[src/rtl/core/tcw_pkg.sv]
// ----------------------------------------------------------------------------
// tcw_pkg
// Shared types, codes and constants of the text console writer.
// ----------------------------------------------------------------------------
package tcw_pkg;

    // Default screen geometry
    localparam int SCREEN_COLUMNS_DEF = 80;
    localparam int SCREEN_ROWS_DEF    = 25;

    // Field widths
    localparam int CHAR_W      = 8;
    localparam int COLOR_W     = 4;
    localparam int CELL_W      = 16;
    localparam int KIND_W      = 2;
    localparam int POS_W       = 11;
    localparam int IN_ADDR_W   = 11;
    localparam int S_TDATA_W   = 24;
    localparam int M_TDATA_W   = 32;
    localparam int CFG_INDEX_W = 1;

    // Item kinds
    localparam logic [KIND_W-1:0] KIND_PUT       = 2'd0;
    localparam logic [KIND_W-1:0] KIND_BACKSPACE = 2'd1;
    localparam logic [KIND_W-1:0] KIND_READ      = 2'd2;

    // Configuration register indexes
    localparam logic [CFG_INDEX_W-1:0] REG_FOREGROUND = 1'd0;
    localparam logic [CFG_INDEX_W-1:0] REG_BACKGROUND = 1'd1;

    // Characters and colors
    localparam logic [CHAR_W-1:0]  CHAR_NEWLINE = 8'd10;
    localparam logic [CHAR_W-1:0]  CHAR_SPACE   = 8'd32;
    localparam logic [COLOR_W-1:0] RESET_FG     = 4'd7;
    localparam logic [COLOR_W-1:0] RESET_BG     = 4'd0;
    localparam logic [CELL_W-1:0]  RESET_CELL   = {RESET_BG, RESET_FG, CHAR_SPACE};

    // What one item does to the screen store
    typedef struct packed {
        logic wr_en;   // item writes one cell
        logic blank;   // written cell is a blank, not the item's character
        logic scroll;  // item steps past the last row
    } cur_act_t;

    // Cell: character low byte, foreground, background on top
    function automatic logic [CELL_W-1:0] make_cell(
        input logic [CHAR_W-1:0]  ch,
        input logic [COLOR_W-1:0] fg,
        input logic [COLOR_W-1:0] bg
    );
        return {bg, fg, ch};
    endfunction

endpackage

[src/rtl/core/tcw_cursor.sv]
// ----------------------------------------------------------------------------
// tcw_cursor
// Cursor row, column and linear position; decodes what an item writes.
// ----------------------------------------------------------------------------
module tcw_cursor #(
    parameter int SCREEN_COLUMNS = 80,
    parameter int SCREEN_ROWS    = 25,
    localparam int AW            = $clog2(SCREEN_COLUMNS * SCREEN_ROWS)
) (
    input  logic                  aclk,
    input  logic                  aresetn,
    input  logic                  item_fire,
    input  logic [1:0]            kind,
    input  logic [7:0]            char_code,
    output tcw_pkg::cur_act_t     act,
    output logic [AW-1:0]         wr_addr,
    output logic [AW-1:0]         cursor_lin
);
    import tcw_pkg::*;

    localparam int COL_W = $clog2(SCREEN_COLUMNS);
    localparam int ROW_W = $clog2(SCREEN_ROWS);
    localparam int LAST_ROW_START = (SCREEN_ROWS - 1) * SCREEN_COLUMNS;

    logic [COL_W-1:0] col_reg, col_next;
    logic [ROW_W-1:0] row_reg, row_next;
    logic [AW-1:0]    lin_reg, lin_next;
    logic [COL_W:0]   col_inc;
    logic             is_newline;
    logic             wrap;

    assign col_inc    = {1'b0, col_reg} + 1'b1;
    assign is_newline = (char_code == CHAR_NEWLINE);
    assign wrap       = (col_inc >= (COL_W+1)'(SCREEN_COLUMNS)) || is_newline;

    // Next cursor and cell write for the offered item
    always_comb begin
        col_next = col_reg;
        row_next = row_reg;
        lin_next = lin_reg;
        act      = '0;
        wr_addr  = lin_reg;
        case (kind)
            KIND_PUT: begin
                act.wr_en = !is_newline;
                if (!wrap) begin
                    col_next = col_inc[COL_W-1:0];
                    lin_next = lin_reg + 1'b1;
                end else begin
                    col_next = '0;
                    if (row_reg == ROW_W'(SCREEN_ROWS - 1)) begin
                        act.scroll = 1'b1;
                        lin_next   = AW'(LAST_ROW_START);
                    end else begin
                        row_next = row_reg + 1'b1;
                        // newline jumps to the next row start
                        lin_next = lin_reg + (AW'(SCREEN_COLUMNS) - AW'(col_reg));
                    end
                end
            end
            KIND_BACKSPACE: begin
                if (col_reg != '0) begin
                    act.wr_en = 1'b1;
                    act.blank = 1'b1;
                    col_next  = col_reg - 1'b1;
                    lin_next  = lin_reg - 1'b1;
                    wr_addr   = lin_reg - 1'b1;
                end
            end
            default: begin
            end
        endcase
    end

    always_ff @(posedge aclk) begin
        if (!aresetn) begin
            col_reg <= '0;
            row_reg <= '0;
            lin_reg <= '0;
        end else if (item_fire) begin
            col_reg <= col_next;
            row_reg <= row_next;
            lin_reg <= lin_next;
        end
    end

    assign cursor_lin = lin_reg;

endmodule

[config.mk]
export PLATFORM = sky130hd
export DESIGN_NAME = tcw_cursor
export DESIGN_NICKNAME = d
export VERILOG_FILES = /design/src/rtl/core/tcw_pkg.sv /design/src/rtl/core/tcw_cursor.sv
export SDC_FILE = /design/constraint.sdc
export NUM_CORES = 1
export LEC_CHECK = 0
export BUFFER_PORTS_ARGS = -buffer_cell sky130_fd_sc_hd__buf_2
export CORE_ASPECT_RATIO = 0.6
export CORE_UTILIZATION = 32
export DETAILED_ROUTE_END_ITERATION = 10
export PLACE_DENSITY_LB_ADDON = 0.2
export SLEW_MARGIN = 5
export SYNTH_ARGS = -nofsm -noshare
export SYNTH_HDL_FRONTEND = slang
export SYNTH_SLANG_ARGS = --single-unit
[constraint.sdc]
create_clock -name aclk -period 8.4 [get_ports aclk]
set_clock_uncertainty 0.15 [all_clocks]
set_input_delay 0.42 -clock aclk [delete_from_list [all_inputs] [get_ports aclk]]
set_output_delay 0.42 -clock aclk [all_outputs]
set_load 0.005 [all_outputs]
==> results.toml <==
[outcome]
status = "finished, final reports clean"

[timing]
min_period_over_period_pct = 40.4
setup_viol = 0
min_period_ns = 3.39
drv_slew = 0
timing.final.hold_violations = 0
setup_tns_ns = 0
rsz0062_at_grt = "no"
fmax_ghz = 0.295
worst_slew_pin_slew_ns = 0.860
slew_headroom_pct = 42.6

[clock_network]
clock-sinks = 23
ctsResizeCount = 0
cts_setup_buffers = 0
cts_hold_buf = 0
cts_tree = "done"
cts-root-buf = "clkbuf_16"
path_clk_slew_ns = 0.07
cts_max_level = 1
cts_buffers = 3
cts_buffer_depth = 2
clk_latency_ns = 0.27

[grt]
grt_pass1_wl_mm = 12.9
gr-max-usage-layer = "met1"
grt_pass1_vias = 2384
grt_use_met2_pct = 26.8
grt_start_max_net_pins = 28
grt_use_met3_pct = 4.14
grt.met1_usage_pct = 30.4
antenna_found_initial = 0
grtUsageTotal_pct = 19.3
grt_overflow = 0

[route]
dr.pass1.iters = 6
drt_wl_total_mm = 7.92
drc = 0
detail-route-antenna-nets = 0
via_per_inst = 5.81
dr.first_iter.drc_count = 261
vias = 2713
wl_per_cell_um = 17.0

[pwr]
p_per_area_mw_per_mm2 = 113
ir_drop_mv = 0.0762
p_total_mw = 0.325
p_leak_nw = 1.20

[setup_path]
worstPathArrival_ns = 3.39
r2r-start = "col_reg[0]"
r2r-end = "cursor_lin[7]"
crit_type = "flop to flop"
required_ns = 8.40
reg2reg_depth = 12
endpoint_kind = "flop"
crit_start = "col_reg[0]"
cp-start-kind = "flop"
cp_max_fo = 8
ff2ff_setup_slack_ns = 5.01

[min_path]
min_from = "row_reg[1]"
hold_depth = 2
hold_path_end = "row_reg[1]"
min_path_type = "flop to flop"

[floorplanning]
core_sq_mm = 0.00754
pin_count = 38
initial_core_util_pct = 34.4
dieArea_sq_mm = 0.00847
die_y_um = 71.7
die_w_um = 118
rows = 24

[logic_synthesis]
synth_nets = 378
synth_cells = 348
post_synth_num_cell_types = 64
ys.flop_type = "dfxtp_1"
synth_top_area_cell = "dfxtp_1"
ys_top_cells_by_count = "o21ai_0, nor2_1, nand2_1, dfxtp_1, clkbuf_1"
ys_ff_latch = 23
synthTopCellsByArea = "dfxtp_1, ha_1, xnor2_1"
synth_top_area_share_pct = 17.8
synth.most_common_cell = "o21ai_0"
netlist_area_sq_mm = 0.00259
synth_edf_count = 0
yosysSeqAreaShare_pct = 17.8
postSynthAreaPerCell_sq_um = 7.44
ys_warn_count = 0
async_flop_share_pct = 0

[finish]
layout.cells.non_filler = 467
syn_to_final_growth_pct = 10.7
layout-drive-gt1-share_pct = 14.9
final_area_sq_mm = 0.00287
diodes = 0
final_nets = 394
largest_reg_flops = 11

[placement]
portBuffers = 37
place_congestion = 0.856
hpwl_mm = 5.65
numPlacedInstances = 463
dpl-instance-area_sq_mm = 0.00279

[run]
drv_cap = 0
area by class of cell:
type	count	area, sq um
multi-input combinational	286	1950
inverter	10	37.5
clock buffer	4	78.8
fill	829	4670
timing repair buffer	40	208
sequential	23	460
tap	104	130
power breakdown:
group / total, mW / internal [mW] / leakage [nW] / switching [mW]
clock: 0.113 / 0.0652 / 0.0382 / 0.0481
sequential: 0.121 / 0.112 / 0.186 / 0.00885
combinational: 0.0910 / 0.0361 / 0.975 / 0.0549
worst max-delay path, stage by stage, from the launching register on:
cell       delay [ns]
dfxtp_1          0.37
inv_1            0.11
ha_1             0.18
or3b_1           0.50
a21oi_1          0.22
xor2_1           0.17
ha_1             0.33
a2111oi_0        0.40
o21ai_0          0.19
a21o_1           0.19
a211o_1          0.28
o211ai_1         0.09
a31oi_1          0.10
layout by cell type, fill, tap and decap left out, types with 3 or more instances in the layout:
| cell | synthesis | routed |
|---|---|---|
| a211oi_1 | 6 | 6 |
| a21oi_1 | 16 | 16 |
| a221oi_1 | 3 | 3 |
| a31oi_1 | 10 | 10 |
| and2_1 | 7 | 7 |
| and3_1 | 5 | 5 |
| and4_1 | 3 | 3 |
| buf_2 | 3 | 37 |
| buf_4 | 1 | 3 |
| clkbuf_16 | 0 | 3 |
| dfxtp_1 | 23 | 23 |
| ha_1 | 16 | 16 |
| inv_1 | 10 | 10 |
| mux2i_1 | 4 | 4 |
| nand2_1 | 25 | 25 |
| nand2b_1 | 3 | 3 |
| nand3_1 | 14 | 14 |
| nand4_1 | 5 | 5 |
| nor2_1 | 27 | 27 |
| nor2b_1 | 3 | 3 |
| nor3_1 | 13 | 13 |
| nor4_1 | 8 | 8 |
| nor4b_2 | 3 | 3 |
| o211ai_1 | 5 | 5 |
| o21a_1 | 3 | 3 |
| o21ai_0 | 28 | 28 |
| o221ai_1 | 3 | 3 |
| o22ai_1 | 3 | 3 |
| xnor2_1 | 17 | 17 |
| xor2_1 | 16 | 16 |
worst max-delay path by stage:
stage	slack (ns)	endpoint	depth (start not counted)
after floorplan	5.29	cursor_lin[7]	13
after global placement	5.12	cursor_lin[7]	12
after detailed placement	5.01	cursor_lin[7]	12
after CTS	4.99	cursor_lin[7]	12
after global routing	4.64	cursor_lin[7]	12
final	5.01	cursor_lin[7]	12
kinds of logic (layout without fill, tap and decap cells):
kind of cell | count (synthesis) | after routing | share of synthesized area [%]
AO/OA/AOI/OAI | 100 | 100 | 25.2
XOR/XNOR | 33 | 33 | 11.2
adder cells (fa/ha/maj) | 17 | 17 | 8.50
buffers and inverters | 39 | 54 | 6.81
flip-flops | 23 | 23 | 17.8
multiplexers | 5 | 5 | 1.98
AND/OR/NAND/NOR | 131 | 131 | 28.6
metal layers:
layer	share of wire (%)	vias up
met5	0	-
met4	0.64	0
met3	7.2	6
met2	39	93
met1	53	1291
li1	-	1323
through the flow:
step	util, %	setup slack, ns	hold slack [ns]
after floorplan	-	5.29	0.303
after global placement	37.0	5.12	0.326
after detailed placement	37.0	5.01	0.339
after CTS	38.0	4.99	0.351
after global routing	38.0	4.64	0.383
final	38.0	5.01	0.341
Note: power is estimated with default switching activity, not from simulation.
